<file path="config.mk">
export PLATFORM = sky130hd
export DESIGN_NAME = edr_fifo
export DESIGN_NICKNAME = d
export VERILOG_FILES = /design/src/design/edr_pkg.sv /design/src/design/edr_fifo.sv
export SDC_FILE = /design/constraint.sdc
export NUM_CORES = 1
export LEC_CHECK = 0
export ABC_AREA = 1
export BUFFER_PORTS_ARGS = -buffer_cell sky130_fd_sc_hd__buf_2
export CORE_UTILIZATION = 47
export DETAILED_ROUTE_END_ITERATION = 12
export PLACE_DENSITY = 0.87
export SYNTH_ARGS = -nofsm -noshare
export SYNTH_HDL_FRONTEND = slang
export SYNTH_SLANG_ARGS = --single-unit
</file>
<file path="constraint.sdc">
create_clock -name clk_i -period 4.2 [get_ports clk_i]
set_clock_uncertainty 0.1 [all_clocks]
set_input_delay 0 -clock clk_i [delete_from_list [all_inputs] [get_ports clk_i]]
set_output_delay 0 -clock clk_i [all_outputs]
set_load 0.02 [all_outputs]
</file>
<file path="src/design/edr_pkg.sv">
// Shared types, constants and the arctangent table of the odometry block.
`timescale 1ns / 1ps
package edr_pkg;

  typedef struct packed {
    logic [1:0]         command;
    logic signed [31:0] sample_value;
    logic [15:0]        elapsed_us;
  } edr_in_t;

  typedef struct packed {
    logic signed [31:0] pos_x;
    logic signed [31:0] pos_y;
    logic signed [15:0] heading;
    logic signed [15:0] quat_z;
    logic signed [15:0] quat_w;
    logic signed [31:0] linear_speed;
    logic signed [31:0] yaw_rate;
  } edr_out_t;

  // One tick job handed from the front to the back.
  typedef struct packed {
    logic signed [31:0] rate;
    logic signed [31:0] dcount;
    logic [15:0]        dt;
  } edr_job_t;

  localparam logic [1:0] CMD_ENCODER  = 2'd0;
  localparam logic [1:0] CMD_GYRO     = 2'd1;
  localparam logic [1:0] CMD_TICK     = 2'd2;
  localparam logic [1:0] CMD_RESERVED = 2'd3;

  localparam logic [31:0] MPC_RESET      = 32'd36370;
  localparam logic [33:0] CORDIC_GAIN    = 34'd652032874;
  localparam logic [25:0] HEADING_K      = 26'd44798134;
  localparam logic [19:0] SPEED_SCALE    = 20'd1000000;
  localparam logic [11:0] SPEED_QMAX     = 12'd2148;
  localparam int          ATAN_LEN       = 24;

  // Arctangent of 2^-i in units of 2^-32 turn.
  function automatic logic [29:0] atan_turn(input logic [4:0] idx);
    logic [29:0] r;
    unique case (idx)
      5'd0:    r = 30'h20000000;
      5'd1:    r = 30'h12E4051E;
      5'd2:    r = 30'h09FB385B;
      5'd3:    r = 30'h051111D4;
      5'd4:    r = 30'h028B0D43;
      5'd5:    r = 30'h0145D7E1;
      5'd6:    r = 30'h00A2F61E;
      5'd7:    r = 30'h00517C55;
      5'd8:    r = 30'h0028BE53;
      5'd9:    r = 30'h00145F2F;
      5'd10:   r = 30'h000A2F98;
      5'd11:   r = 30'h000517CC;
      5'd12:   r = 30'h00028BE6;
      5'd13:   r = 30'h000145F3;
      5'd14:   r = 30'h0000A2FA;
      5'd15:   r = 30'h0000517D;
      5'd16:   r = 30'h000028BE;
      5'd17:   r = 30'h0000145F;
      5'd18:   r = 30'h00000A30;
      5'd19:   r = 30'h00000518;
      5'd20:   r = 30'h0000028C;
      5'd21:   r = 30'h00000146;
      5'd22:   r = 30'h000000A3;
      5'd23:   r = 30'h00000051;
      default: r = 30'h0;
    endcase
    return r;
  endfunction

endpackage

</file>
<file path="src/design/edr_fifo.sv">
// Short job queue between the front end and the back end.
`timescale 1ns / 1ps
module edr_fifo #(
  parameter int DEPTH = 2
) (
  input  logic              clk_i,
  input  logic              rst_ni,
  input  logic              push_i,
  input  edr_pkg::edr_job_t data_i,
  output logic              full_o,
  input  logic              pop_i,
  output edr_pkg::edr_job_t data_o,
  output logic              valid_o
);
  import edr_pkg::*;

  localparam int AW = $clog2(DEPTH);
  localparam int CW = $clog2(DEPTH + 1);

  edr_job_t        mem_q [DEPTH];
  logic [AW-1:0]   wptr_q, rptr_q;
  logic [CW-1:0]   count_q;
  logic            do_push, do_pop;

  assign full_o  = (count_q == CW'(DEPTH));
  assign valid_o = (count_q != '0);
  assign data_o  = mem_q[rptr_q];
  assign do_push = push_i && !full_o;
  assign do_pop  = pop_i && valid_o;

  always_ff @(posedge clk_i) begin
    if (do_push) begin
      mem_q[wptr_q] <= data_i;
    end
  end

  always_ff @(posedge clk_i or negedge rst_ni) begin
    if (!rst_ni) begin
      wptr_q  <= '0;
      rptr_q  <= '0;
      count_q <= '0;
    end else begin
      if (do_push) begin
        wptr_q <= (wptr_q == AW'(DEPTH - 1)) ? '0 : wptr_q + 1'b1;
      end
      if (do_pop) begin
        rptr_q <= (rptr_q == AW'(DEPTH - 1)) ? '0 : rptr_q + 1'b1;
      end
      if (do_push && !do_pop) begin
        count_q <= count_q + 1'b1;
      end else if (do_pop && !do_push) begin
        count_q <= count_q - 1'b1;
      end
    end
  end

endmodule

</file>
# Word level (Yosys, flattened, before mapping)
# Memories as Yosys holds them, arrays and structs flattened.
# Index checks and enable logic that the tools add are counted.
[word_totals]
ff_bits = 4
ram_bits = 160
input_bits = 84
elab_cells = 24
memories = 1
[memory_table]
columns = ["memory", "words", "width", "read_ports", "rd_ports_with_merged_regs", "write_ports", "line_no", "rtl"]
rows = [
  ["mem_q", 2, 80, 1, 0, 1, "edr_fifo.sv:20", "edr_job_t mem_q [DEPTH];"],
]
[classes]
addsub = 4
n_eq_ne = 1
mux = 6
reduce_logical = 9
[op_table]
columns = ["cell", "n"]
rows = [
  ["logical AND 1 bit", 4],
  ["two-way mux 1 bit", 4],
  ["two-way mux 2 bit", 2],
  ["nonzero test 2 bit", 2],
  ["logical NOT 1 bit", 3],
  ["adder 1 bit (second input constant)", 2],
  ["adder 2 x 1 -> 2 bit (second input constant)", 1],
  ["== test 2 bit (second input constant)", 1],
  ["subtractor 2 x 1 -> 2 bit (second input constant)", 1],
]

# Longest topological paths before layout
[depth]
depth_word = 7
depth_mapped = 9
ltp_nobuf = 9

# Worst setup path before layout
# OpenSTA, ideal clock, no wires.
[synth_timing]
kind = "register to register"
from = "reg count_q[1]"
to = "mem mem_q[1][0] (netlist name), enable pin"
setup_time_ps = 519
t_arrival_ps = 3931
required_time_ps = 3581
setup_slack_ps = -350
stages_incl_launch_ff = 4
n_path_buf = 0
period_less_slack_ps = 4550
path_cell_list = "dfrtp_1 -> inv_1 -> o21ai_0 -> nor2_1"
[synth_between]
elab_chain_len = 5
[synth_rtl]
columns = ["element", "line_no", "rtl"]
rows = [
  ["start: declaration", "edr_fifo.sv:22", "logic [CW-1:0] count_q;"],
  ["start signal: assignment", "edr_fifo.sv:50", "count_q <= count_q + 1'b1;"],
  ["start signal: assignment", "edr_fifo.sv:52", "count_q <= count_q - 1'b1;"],
  ["== test 2 bit", "edr_fifo.sv:25", "assign full_o = (count_q == CW'(DEPTH));"],
  ["logical NOT 1 bit", "edr_fifo.sv:28", "assign do_push = push_i && !full_o;"],
  ["logical AND 1 bit", "edr_fifo.sv:28", ""],
  ["two-way mux 1 bit", "edr_fifo.sv:32", "if (do_push) begin"],
  ["two-way mux 1 bit (implied by the code)", "edr_fifo.sv:33", "mem_q[wptr_q] <= data_i;"],
  ["end: declaration", "edr_fifo.sv:20", ""],
]
# No other way between the ends.

==> flow_metrics.env <==
export IMPL_status="finished clean"
export IMPL_final_layout_size_suffix_gt1_frac=0.282
export IMPL_reg2reg_to="mem_q[0][46]"
export IMPL_worst_pin_slew_ps=1060
export IMPL_wl_per_cell_um=14.9
export IMPL_crit_end="data_o[14]"
export IMPL_slew_viol_final=0
export IMPL_fp_row_count=41
export IMPL_max_slew_margin=0.294
export IMPL_wl_met2_mm=7.12
export IMPL_dr_wl_met3_um=744
export IMPL_nNetsFinal=788
export IMPL_hpwl_mm=7.18
export IMPL_vdd_ir_drop_max_mv=0.443
export IMPL_cts_made_buffers=17
export IMPL_crit_start="rptr_q"
export IMPL_layout_setup_ws_ps=1820
export IMPL_top_layer_used="met4"
export IMPL_cellInternalPower_w=0.00368
export IMPL_start_util=0.482
export IMPL_cts_root_buf="clkbuf_16"
export IMPL_die_area_mm2=0.0134
export IMPL_hold_viol=0
export IMPL_hp_class="input port to flop"
export IMPL_worst_skew_pair_late_latency_ps=410
export IMPL_gp_congestion=0.742
export IMPL_clk_pin_slew_ps=60
export IMPL_end_kind="primary output"
export IMPL_ys_types=16
export IMPL_fmax_mhz=421
export IMPL_finalCritPeriodShare=0.566
export IMPL_switching_power_w=0.00216
export IMPL_mappedNetlistArea_mm2=0.00608
export IMPL_post_route_min_period_ps=2380
export IMPL_synthCells=449
export IMPL_wl_mm=13.3
export IMPL_final_antenna_net_count=0
export IMPL_grt_max_degree=82
export IMPL_clockBufferDepth=2
export IMPL_instances_no_fill=889
export IMPL_critical_path_class="flop to primary output"
export IMPL_clock_sinks=164
export IMPL_drt_pass1_iter_count=4
export IMPL_synth_nets=534
export IMPL_rr_worst_depth=6
export IMPL_die_x_um=116
export IMPL_pin_count=166
export IMPL_drc_errors=0
export IMPL_die_y_um=116
export IMPL_power_share_switching=0.370
export IMPL_power_frac_comb=0.339
export IMPL_rrSetupSlack_ps=1820
export IMPL_track_usage=0.202
export IMPL_postSynthAreaPerCell_um2=13.5
export IMPL_vias=4180
export IMPL_r2r_start="count_q[1]"
export IMPL_yosys_register_bits=164
export IMPL_antenna_found_initial=1
export IMPL_grt_pass1_vias=4262
export IMPL_p_leak_nw=3.63
export IMPL_crit_fanout=42
export IMPL_critPathLaunchType="flop"
export IMPL_rsz0062_at_grt="false"
export IMPL_core_mm2=0.0126
export IMPL_ys_warn_count=0
export IMPL_dp_slack_ps=1830
export IMPL_grt_pass1_wl_mm=19.8
export IMPL_cts_tree="built"
export IMPL_tns_ps=0
export IMPL_dp_cells=772
export IMPL_max_cap_violations=0
export IMPL_grt_remaining_overflow=0
export IMPL_p_clk_frac=0.251
export IMPL_power_density_mw_per_mm2=694
export IMPL_setup_violations_final=0
export IMPL_first_iter_violations=350
export IMPL_crit_arrival_ps=2280
export IMPL_worst_ep_required_time_ps=4100
export IMPL_met1Wirelength_mm=5.06
export IMPL_ys_seq_area_frac=0.807
export IMPL_numPortBuffers=165
export IMPL_via_per_inst=4.70
export IMPL_seqPwrFrac=0.410
export IMPL_areaGrowthSynthToFinish_pct=38.6
export IMPL_htree_levels=4
## power by group through the flow
stage               registers (W)  clock network [W]  logic, W
detailed placement        0.00243                  0   0.00191
CTS                       0.00240            0.00149   0.00197
global placement          0.00241                  0   0.00186
global route              0.00243            0.00156   0.00217
floorplan                 0.00235                  0   0.00138
finish                    0.00239            0.00147   0.00198
## worst max-delay path: stages (launching register included)
cell and delay (ps):
dfrtp_2 920, buf_4 530, nand2_1 120, nand2_1 120
buf_2 170
## sequential cells by signal, indices dropped and copies added (netlist names)
name / flops
wptr_q: 1
count_q: 2
rptr_q: 1
mem_q: 160
## cell usage after synthesis
cell      count  share of area
nand2_1     250           0.15
edfxtp_1    160           0.79
buf_6         8          0.015
buf_2         7         0.0058
inv_1         7         0.0043
dfrtp_1       4          0.016
buf_4         2         0.0025
nand3_1       2         0.0016
nor2_1        2         0.0012
ha_1          1         0.0021
inv_6         1         0.0014
nand2_2       1         0.0010
nand4_1       1         0.0010
nor2_2        1         0.0010
o21ai_0       1        0.00082
xnor2_1       1         0.0014
## metrics by stage
step            util  total power (W)  area, µm²  hold slack, ps
2_1_floorplan      -          0.00374       6080            -396
3_3_place_gp   0.556          0.00427       7010            -292
3_5_place_dp   0.556          0.00433       7010            -286
4_1_cts        0.667          0.00586       8420             182
5_1_grt        0.668          0.00616       8430             193
6_report       0.668          0.00584       8430             196
## routing by layer
layer | global-route usage | up-vias
met1 | 0.216 | 1971
li1 | - | 2019
met2 | 0.366 | 153
met5 | 0 | -
met3 | 0.0607 | 37
met4 | 0.0940 | 0
## cells by family (layout without fill, tap and decap cells)
family,count (synthesis),after routing,share of synthesized area
AND/OR/NAND/NOR,257,257,0.160
adder cells (fa/ha/maj),1,1,0.00206
other,0,1,0
flip-flops,164,164,0.807
AO/OA/AOI/OAI,1,1,0.000822
XOR/XNOR,1,1,0.00144
buffers and inverters,25,292,0.0288
## worst min path at each step
stage                from      endpoint  depth (start not counted)
6_report       data_i[68]  mem_q[1][68]                          2
5_1_grt        data_i[68]  mem_q[1][68]                          2
4_1_cts         data_i[5]   mem_q[0][5]                          2
3_5_place_dp       rst_ni    count_q[0]                          1
3_3_place_gp       rst_ni    count_q[0]                          1
2_1_floorplan      rst_ni    count_q[0]                          0
## area by class of cell
class | count | area (µm²)
diodes | 1 | 2.50
clock buffers | 19 | 433
clock inverters | 13 | 135
fillers | 869 | 4190
inverters | 8 | 36.3
multi-input cells | 260 | 1010
flip-flops and latches | 164 | 4910
well taps | 172 | 215
repair buffers | 252 | 1690
## layout by cell type (no fill, tap or decap)
cell type,count
nand2_1,250
buf_2,165
edfxtp_1,160
dlygate4sd3_1,84
clkbuf_16,17
inv_1,6
clkinv_2,3
clkinvlp_4,3
clkinv_4,3
dfrtp_1,3
buf_4,3
inv_6,2
nand3_1,2
bufinv_16,2
clkbuf_1,2
clkinv_1,2
diode_2,1
nand2_2,1
nor2_2,1
nor2_1,1
o21ai_0,1
nor2_4,1
xnor2_1,1
nand4_1,1
ha_1,1
dfrtp_2,1
## repair_timing
item / CTS / global route
hold buffers: 84 / 0
resized for setup: 0 / 0
buffers inserted: 0 / 0
endpoints found under the hold margin: 167 / 0
(Power assumes the default switching activity.)
