File: src/design/edr_pkg.sv
// Shared types, constants and the arctangent table of the odometry block.
`timescale 1ns / 1ps
package edr_pkg;

  typedef struct packed {
    logic [1:0]         command;
    logic signed [31:0] sample_value;
    logic [15:0]        elapsed_us;
  } edr_in_t;

  typedef struct packed {
    logic signed [31:0] pos_x;
    logic signed [31:0] pos_y;
    logic signed [15:0] heading;
    logic signed [15:0] quat_z;
    logic signed [15:0] quat_w;
    logic signed [31:0] linear_speed;
    logic signed [31:0] yaw_rate;
  } edr_out_t;

  // One tick job handed from the front to the back.
  typedef struct packed {
    logic signed [31:0] rate;
    logic signed [31:0] dcount;
    logic [15:0]        dt;
  } edr_job_t;

  localparam logic [1:0] CMD_ENCODER  = 2'd0;
  localparam logic [1:0] CMD_GYRO     = 2'd1;
  localparam logic [1:0] CMD_TICK     = 2'd2;
  localparam logic [1:0] CMD_RESERVED = 2'd3;

  localparam logic [31:0] MPC_RESET      = 32'd36370;
  localparam logic [33:0] CORDIC_GAIN    = 34'd652032874;
  localparam logic [25:0] HEADING_K      = 26'd44798134;
  localparam logic [19:0] SPEED_SCALE    = 20'd1000000;
  localparam logic [11:0] SPEED_QMAX     = 12'd2148;
  localparam int          ATAN_LEN       = 24;

  // Arctangent of 2^-i in units of 2^-32 turn.
  function automatic logic [29:0] atan_turn(input logic [4:0] idx);
    logic [29:0] r;
    unique case (idx)
      5'd0:    r = 30'h20000000;
      5'd1:    r = 30'h12E4051E;
      5'd2:    r = 30'h09FB385B;
      5'd3:    r = 30'h051111D4;
      5'd4:    r = 30'h028B0D43;
      5'd5:    r = 30'h0145D7E1;
      5'd6:    r = 30'h00A2F61E;
      5'd7:    r = 30'h00517C55;
      5'd8:    r = 30'h0028BE53;
      5'd9:    r = 30'h00145F2F;
      5'd10:   r = 30'h000A2F98;
      5'd11:   r = 30'h000517CC;
      5'd12:   r = 30'h00028BE6;
      5'd13:   r = 30'h000145F3;
      5'd14:   r = 30'h0000A2FA;
      5'd15:   r = 30'h0000517D;
      5'd16:   r = 30'h000028BE;
      5'd17:   r = 30'h0000145F;
      5'd18:   r = 30'h00000A30;
      5'd19:   r = 30'h00000518;
      5'd20:   r = 30'h0000028C;
      5'd21:   r = 30'h00000146;
      5'd22:   r = 30'h000000A3;
      5'd23:   r = 30'h00000051;
      default: r = 30'h0;
    endcase
    return r;
  endfunction

endpackage

File: src/design/edr_front.sv
// Front end: accepts items, keeps sensor state and the register, queues ticks.
`timescale 1ns / 1ps
module edr_front (
  input  logic             clk_i,
  input  logic             rst_ni,
  input  logic             push,
  output logic             full,
  input  edr_pkg::edr_in_t item_i,
  input  logic             cfg_valid_i,
  output logic             cfg_ready_o,
  input  logic [31:0]      cfg_data_i,
  output logic [31:0]      mpc_o,
  output logic             job_push_o,
  output edr_pkg::edr_job_t job_o,
  input  logic             job_full_i
);
  import edr_pkg::*;

  logic        seen_q, seen_d;
  logic [31:0] offset_q, offset_d, now_q, now_d, before_q, before_d;
  logic [31:0] gyro_q, gyro_d, mpc_q;
  logic        accept;

  assign full        = job_full_i;
  assign accept      = push && !job_full_i;
  assign cfg_ready_o = 1'b1;
  assign mpc_o       = mpc_q;

  always_comb begin
    seen_d     = seen_q;
    offset_d   = offset_q;
    now_d      = now_q;
    before_d   = before_q;
    gyro_d     = gyro_q;
    job_push_o = 1'b0;
    job_o.rate   = gyro_q;
    job_o.dcount = now_q - before_q;
    job_o.dt     = item_i.elapsed_us;
    if (accept) begin
      unique case (item_i.command)
        CMD_ENCODER: begin
          if (!seen_q) begin
            offset_d = item_i.sample_value;
            now_d    = '0;
            before_d = '0;
            seen_d   = 1'b1;
          end else begin
            now_d = item_i.sample_value - offset_q;
          end
        end
        CMD_GYRO: gyro_d = item_i.sample_value;
        CMD_TICK: begin
          before_d   = now_q;
          job_push_o = 1'b1;
        end
        default: ;
      endcase
    end
  end

  always_ff @(posedge clk_i or negedge rst_ni) begin
    if (!rst_ni) begin
      seen_q   <= 1'b0;
      offset_q <= '0;
      now_q    <= '0;
      before_q <= '0;
      gyro_q   <= '0;
      mpc_q    <= MPC_RESET;
    end else begin
      seen_q   <= seen_d;
      offset_q <= offset_d;
      now_q    <= now_d;
      before_q <= before_d;
      gyro_q   <= gyro_d;
      if (cfg_valid_i) begin
        mpc_q <= cfg_data_i;
      end
    end
  end

endmodule

File: config.mk
export PLATFORM = sky130hd
export DESIGN_NAME = edr_front
export DESIGN_NICKNAME = d
export VERILOG_FILES = /design/src/design/edr_pkg.sv /design/src/design/edr_front.sv
export SDC_FILE = /design/constraint.sdc
export NUM_CORES = 1
export LEC_CHECK = 0
export CAP_MARGIN = 20
export CORE_MARGIN = 4
export CORE_UTILIZATION = 25
export DETAILED_ROUTE_END_ITERATION = 10
export DONT_BUFFER_PORTS = 1
export GPL_ROUTABILITY_DRIVEN = 0
export PLACE_DENSITY_LB_ADDON = 0.2
export SYNTH_ARGS = -nofsm -noshare
export SYNTH_HDL_FRONTEND = slang
export SYNTH_SLANG_ARGS = --single-unit
File: constraint.sdc
create_clock -name clk_i -period 3.7 [get_ports clk_i]
set_clock_uncertainty 0.05 [all_clocks]
set_input_delay 0.185 -clock clk_i [delete_from_list [all_inputs] [get_ports clk_i]]
set_output_delay 0.185 -clock clk_i [all_outputs]
set_load 0.005 [all_outputs]
== Word level (Yosys, flattened, before mapping) ==
Index checks and enable logic that the tools add are counted.
Storage, ports and cells
  register bits after elaboration: 161
  output and inout bits: 115
Operators by class
  $add $sub $neg: 2
  equality and inequality tests: 3
  multiplexer cells: 5
  bitwise gates (word level): 1
  reduce and logical (&&, ||, !) cells: 8
Operators by type and width (number)
  32-bit 2-to-1 mux: 2
  32-bit one-hot mux with 2 select lines: 1
  32-bit subtractor: 2
  3-bit AND reduction: 2
  2-bit AND reduction: 2
  2-bit by 1-bit == test with 1-bit output, second input constant: 1
  2-bit == test, second input constant: 1
  2-bit zero test: 1
  1-bit 2-to-1 mux: 2
  2-bit inequality test, second input constant: 1
  2-bit nonzero test: 1
  1-bit logical AND: 1
  1-bit zero test: 1
  1-bit inverter: 1

== Depth between registers and ports, before layout ==
Gate-level depths: netlist (run 1).
  depth after elaboration: 3
  depth in mapped cells: 14
  mapped depth without buffers: 14

== Worst setup path before layout (run 1) ==
No wires, ideal clock.
  path kind: reg-to-reg
  from: register offset_q[0]
  to: register now_q[30]
  setup time: 0.076 ns
  data arrival time: 2.767 ns
  data required time: 3.574 ns
  path slack: 0.806 ns
  cell stages (with the launch flop): 14
  clock period less this slack: 2.894 ns
  cell sequence: dfrtp_1 -> ha_1 -> fa_1 -> nand2b_1 -> a21oi_2 -> a41oi_2 -> a2bb2oi_2 -> o311ai_1 -> a21oi_1 -> o21ba_2 -> o21ai_2 -> a41oi_1 -> xor2_1 -> o21ai_1
Between the ends
  word-level cells in the longest chain between the ends: 2
Ends and longest elaborated chain
  from (decl): RTL line edr_front.sv:20  | logic [31:0] offset_q, offset_d, now_q, now_d, before_q, before_d;
  from (signal assigned): RTL line edr_front.sv:71  | offset_q <= offset_d;
  32-bit subtractor: RTL line edr_front.sv:48  | now_d = item_i.sample_value - offset_q;
  32-bit 2-to-1 mux: RTL line edr_front.sv:42  | if (!seen_q) begin
  to (signal assigned): RTL line edr_front.sv:72  | now_q <= now_d;
  to (decl): RTL line edr_front.sv:20
No other way between the ends.
A chain may end at the register's enable or synchronous reset.

==> metrics.cfg, run 1 <==
[synthesis]
syn_avg_cell_area_sq_um=9.505
synth_edf_count=0
synth_nets=1133
synth_cells=981
ys_types=62
synth_ff_type=dfrtp_1
synth_seq_area_share=0.4329
syn_area_sq_um=9324
ys_warn_count=0
synthArstFlopShare=1.000
ys_seq_elements=161

[worst_setup_path]
endpoint_kind=output port
cp-start-kind=flop
cp.required_ns=3.46
cp.buffers_inverters=0
critPathKind=reg2out
crit_path_max_fanout=4
cpMostUsedCell=o21ai_1
slowest_stage=dfrtp_1
critPathTopFamily=compound AO/OA/AOI/OAI gates
crit_path_max_incr_delay_ns=0.43
cp_data_arrival_time_ns=3.30
worstPathCellList=ha_4 > and2_4 > a221oi_2 > o21ai_1 > nor4b_2 > o21ai_1 > a31oi_1 > o21ai_2 > a21o_1 > a221o_1 > a21oi_1 > xnor2_1

[finish]
area_growth_pct=22.29
final_common_cell=nand2_1
drive_gt1_frac=0.1399
utilization=0.3107
nets=1211
diodes=0
layout_common_cells=157 x nand2_1, 155 x dfrtp_1, 111 x o21ai_0, 98 x dlygate4sd3_1, 79 x inv_1
final_area_sq_um=11400

[clocking]
cts_tree=built
clk_pin_slew_ns=0.06
cts.sinks=161
numCtsBuffers=17
insertion_delay_ns=0.43
cts-root-buf=clkbuf_16
clk_path_buf_depth=2
htreeDepth=4
cts_hold_buf=98

[floorplan]
core_area_sq_um=36700
die-area_sq_um=40450
boundaryPins=202
rows=70
die_y_microns=201.1
start_util=0.2541
die_x_microns=201.1

[sta]
relSlewSlack=0.4234
rsz0062_at_grt=no
tns_ns=0
setup_ws_ns=0.1659
setup_viol=0
whs_ns=-0.5854
hold_violations=161
period_needed_ns=3.534
fin_crit_sh=0.9552
worst_slew_pin_slew_ns=0.8628
slew_violations=0
fmax_ghz=0.2830

[grt]
first_global_vias=7176
grtUsageMet2=0.1844
grt_max_degree=162
use_met3=0.03384
grt_first_pass_wirelength_mm=39.79
grt_overflow_total=0
grt_usage=0.1204
top_usage_layer=met2
grt_use_met1=0.1681
antenna_found_initial=0

[pwr]
clkPwrFrac=0.198
p_leak_nw=4.981
swShare=0.4064
peakVddDrop_uv=291.6
p_per_area_nw_per_um2=793.3
p_switching_mw=3.676
power_mw=9.046
intPower_mw=5.370
power_frac_seq=0.282
p_comb_frac=0.520

[route]
dr.pass1.iters=4
vias=6792
first_iter_violations=277
wirelength_mm=23.82
vias_per_cell=4.410
antenna_left=0
drcViolationCount=0
wire_per_inst_microns=15.46

[flow_run]
drv_cap=0

[outcome]
violations=hold timing
status=complete, but fails checks

[placed_design]
dp_hpwl_mm=16.26
place_ws_ns=0.2308
dpl-instance-area_sq_um=9744
portBuffers=0

[hold_path]
hold_class=in2async

-- area by class of cell --
cell class	count	area (sq um)
Timing Repair Buffer	113	1094
Inverter	79	296.5
Multi-Input combinational cell	687	4798
Sequential cell	161	4036
Clock inverter	11	131.4
Fill cell	3760	25300
Tap cell	468	585.6
Clock buffer	21	460.4
-- final timing paths --
| kind | from | to | slack (ns) | depth (start not counted) |
|---|---|---|---|---|
| worst max-delay path | now_q[11]$_DFFE_PN0P_ | job_o[45] | 0.17 | 12 |
| worst min-delay path | rst_ni | gyro_q[0]$_DFFE_PN0P_ | -0.59 | 0 |
| worst max register to register | offset_q[0]$_DFFE_PN0P_ | now_q[30]$_DFFE_PN0P_ | 0.43 | 13 |
| worst min register to register | before_q[18]$_DFFE_PN0P_ | before_q[18]$_DFFE_PN0P_ | 0.43 | 2 |
| max in group asynchronous | rst_ni | mpc_o[1]$_DFFE_PN1P_ | 3.88 | 0 |
| min in group clk_i | item_i[46] | now_q[30]$_DFFE_PN0P_ | 0.09 | 3 |
-- sequential cells by signal, indices dropped and copies added, names as in the netlist --
register / count
before_q: 32
gyro_q: 32
mpc_o: 32
now_q: 32
offset_q: 32
seen_q: 1
-- worst register-to-register path, delay by kind of cell, from the launching register on --
kind            cells  cell delay, ns
flops               1            0.40
simple gates        1            0.19
compound gates      9            1.75
xor+xnor            1            0.17
fa+ha+maj           2            0.58
-- cell usage after synthesis, types with 5 or more instances --
master,n,area [sq um]
nand2_1,157,589.3
o21ai_1,6,30.03
a21oi_1,45,225.2
nand2b_1,9,56.30
xnor2_1,31,271.5
a21o_1,35,262.8
dfstp_2,6,157.7
buf_4,18,135.1
clkbuf_1,33,123.9
nor2_1,25,93.84
o31ai_1,5,37.54
nor3_1,7,35.03
dfrtp_1,155,3879
o21ai_0,116,580.6
ha_1,63,788.3
inv_1,79,296.5
nor2b_1,11,68.82
mux2_2,66,743.2
xor2_1,25,219.0
o21bai_1,7,52.55
nand4_1,5,31.28
nand3_1,10,50.05
-- repair_timing --
action	CTS	global route
setup endpoints to repair	5	5
hold endpoints to repair	260	161
buffers inserted	2	1
pin swaps	2	7
resized for setup	4	13
-- power by group through the flow --
stage	combinational [mW]	sequential [mW]	clock [mW]
after floorplan	3.48	2.46	0
after global placement	4.50	2.57	0
after detailed placement	4.51	2.58	0
after CTS	4.71	2.55	1.87
after global routing	5.35	2.62	1.94
final	4.71	2.55	1.79
-- per-stage QoR --
step | hold slack, ns | std cells
3_5_place_dp | -0.1546 | 1407
3_3_place_gp | -0.1537 | 1407
5_1_grt | -0.6143 | 1540
6_report | -0.5854 | 1540
2_1_floorplan | -0.1606 | 981
4_1_cts | -0.6321 | 1539
-- kinds of logic (layout without fill, tap and decap cells) --
family,Yosys count,after routing,synth area share
AO/OA/AOI/OAI,252,252,0.1680
AND/OR/NAND/NOR,247,247,0.1167
flip-flops,161,161,0.4329
buffers and inverters,133,224,0.06079
multiplexers,66,66,0.07971
adder cells (fa/ha/maj),65,65,0.08884
XOR/XNOR,56,56,0.05260
other,1,1,0.0004022
-- routing by layer --
metal	part of all wire	wire length, microns	vias up
li1	-	-	3481
met1	0.50	11950	3148
met2	0.43	10160	139
met3	0.060	1418	24
met4	0.012	283	0
met5	0	0	-
Note: power is estimated with default switching activity, not from simulation.
==> run 2, diff against run 1 <==
==> constraint.sdc (replaced) <==
create_clock -name clk_i -period 3.7 [get_ports clk_i]
set_clock_uncertainty 0.05 [all_clocks]
set_input_delay 0.74 -clock clk_i [delete_from_list [all_inputs] [get_ports clk_i]]
set_output_delay 0.74 -clock clk_i [all_outputs]
set_load 0.005 [all_outputs]
==> metrics.cfg, run 2 (same netlist as run 1, synthesis figures left out) <==
[outcome]
status=complete, but fails checks
violations=hold timing, setup timing

[pwr]
p_per_area_nw_per_um2=914.7
swShare=0.3927
clkPwrFrac=0.185
p_switching_mw=3.961
p_leak_nw=4.862
p_comb_frac=0.563
peakVddDrop_uv=286.3
power_frac_seq=0.252
intPower_mw=6.126

[worst_setup_path]
slowest_stage=dfrtp_1
cp.buffers_inverters=1
cpMostUsedCell=o21ai_2
endpoint_kind=output port
reg2reg_from=offset_q[0]$_DFFE_PN0P_
cp-start-kind=flop
critPathTopFamily=compound AO/OA/AOI/OAI gates
r2r_slack_ns=0.59
critPathKind=reg2out
crit_path_max_fanout=3
crit_start=before_q[0]$_DFFE_PN0P_
worstPathCellList=ha_4 > fa_2 > nor2b_2 > o21ai_2 > a21boi_2 > o21ai_2 > a21oi_2 > a41o_1 > a21o_1 > a21oi_4 > o21a_1 > o21ai_2 > xor2_1 > buf_4
cp.required_ns=2.91
cp_data_arrival_time_ns=3.24
crit_path_max_incr_delay_ns=0.41

[finish]
drive_gt1_frac=0.2208
diodes=0
layout_common_cells=156 x nand2_1, 155 x dfrtp_1, 106 x o21ai_0, 75 x inv_1, 66 x mux2_2
final_common_cell=nand2_1
utilization=0.3005
nets=1158
area_growth_pct=18.28

[floorplan]
boundaryPins=202
die-area_sq_um=40450
start_util=0.2541
die_y_microns=201.1
core_area_sq_um=36700
die_x_microns=201.1
rows=70

[hold_path]
hold_class=in2async

[placed_design]
portBuffers=0
place_ws_ns=-0.1919
dp_hpwl_mm=16.40

[grt]
grt_overflow_total=0
grt_usage=0.1123
grt_max_degree=162
grt_first_pass_wirelength_mm=37.34
first_global_vias=6764
antenna_found_initial=0

[route]
antenna_left=0
first_iter_violations=208
vias_per_cell=4.357
dr.pass1.iters=4
wire_per_inst_microns=14.95
drcViolationCount=0
vias=6479
wirelength_mm=22.23

[sta]
worst_slew_pin_slew_ns=0.8467
tns_ns=-1.744
slew_violations=0
rsz0062_at_grt=yes
setup_ws_ns=-0.3272
setup_viol=11
whs_ns=-0.03139
period_needed_ns=4.027
hold_violations=59
fin_crit_sh=1.088
relSlewSlack=0.4342
fmax_ghz=0.2483

[clocking]
clk_path_buf_depth=2
cts-root-buf=clkbuf_16
cts_tree=built
insertion_delay_ns=0.42
cts.sinks=161
numCtsBuffers=17
htreeDepth=4
clk_pin_slew_ns=0.06

[flow_run]
drv_cap=0

run 2: cell types whose count changed in the layout (fill, tap and decap cells not counted), sizes merged:
cell / previous run / this run
bufinv: 2 / 3
buf: 15 / 60
dlygate4sd3: 98 / 0
clkinv: 5 / 3
clkinvlp: 3 / 4
run 2: path summary, 6_finish.rpt:
check / cells after the start / endpoint
setup / recovery: 14 / job_o[42]
hold / removal: 0 / gyro_q[9]$_DFFE_PN0P_
setup reg to reg: 13 / now_q[28]$_DFFE_PN0P_
hold reg to reg: 2 / before_q[14]$_DFFE_PN0P_
max in group asynchronous: 0 / mpc_o[1]$_DFFE_PN1P_
min in group clk_i: 2 / offset_q[24]$_DFFE_PN0P_
run 2: repair_timing:
| action | CTS | global route |
|---|---|---|
| hold endpoints to repair | 155 | 155 |
| gates resized for setup | 32 | 35 |
| pin swaps | 25 | 26 |
| endpoints found under the setup margin | 18 | 18 |
| setup buffers | 11 | 10 |
run 2: area by class of cell:
class                   count  area [sq um]
clock buffers              21         470.5
clock inverters            11         155.1
fillers                  3786         25670
inverters                  79         296.5
multi-input cells         687          4999
flip-flops and latches    161          4036
well taps                 468         585.6
repair buffers             60         485.5
run 2: metal layers:
metal / vias up / routed length (microns) / GRT usage / part of all wire
met5: - / 0 / 0 / 0
met4: 0 / 252 / 0.03171 / 0.011
met3: 17 / 1195 / 0.03352 / 0.054
met2: 145 / 9526 / 0.1656 / 0.43
met1: 2948 / 11250 / 0.1599 / 0.51
li1: 3369 / - / - / -
run 2: stage by stage:
stage | cells | power, mW | cell area (sq um)
final | 1487 | 10.09 | 11030
after global routing | 1487 | 11.01 | 11030
after CTS | 1481 | 9.851 | 10800
after detailed placement | 1438 | 7.526 | 9977
after global placement | 1438 | 7.503 | 9977
after floorplan | 981 | 5.936 | 9324
run 2: power groups by stage:
stage | Clock [mW] | Combinational [mW] | Sequential, mW
global placement | 0 | 4.94 | 2.57
CTS | 1.95 | 5.36 | 2.54
finish | 1.87 | 5.68 | 2.54
detailed placement | 0 | 4.96 | 2.57
floorplan | 0 | 3.48 | 2.46
global route | 2.03 | 6.37 | 2.62
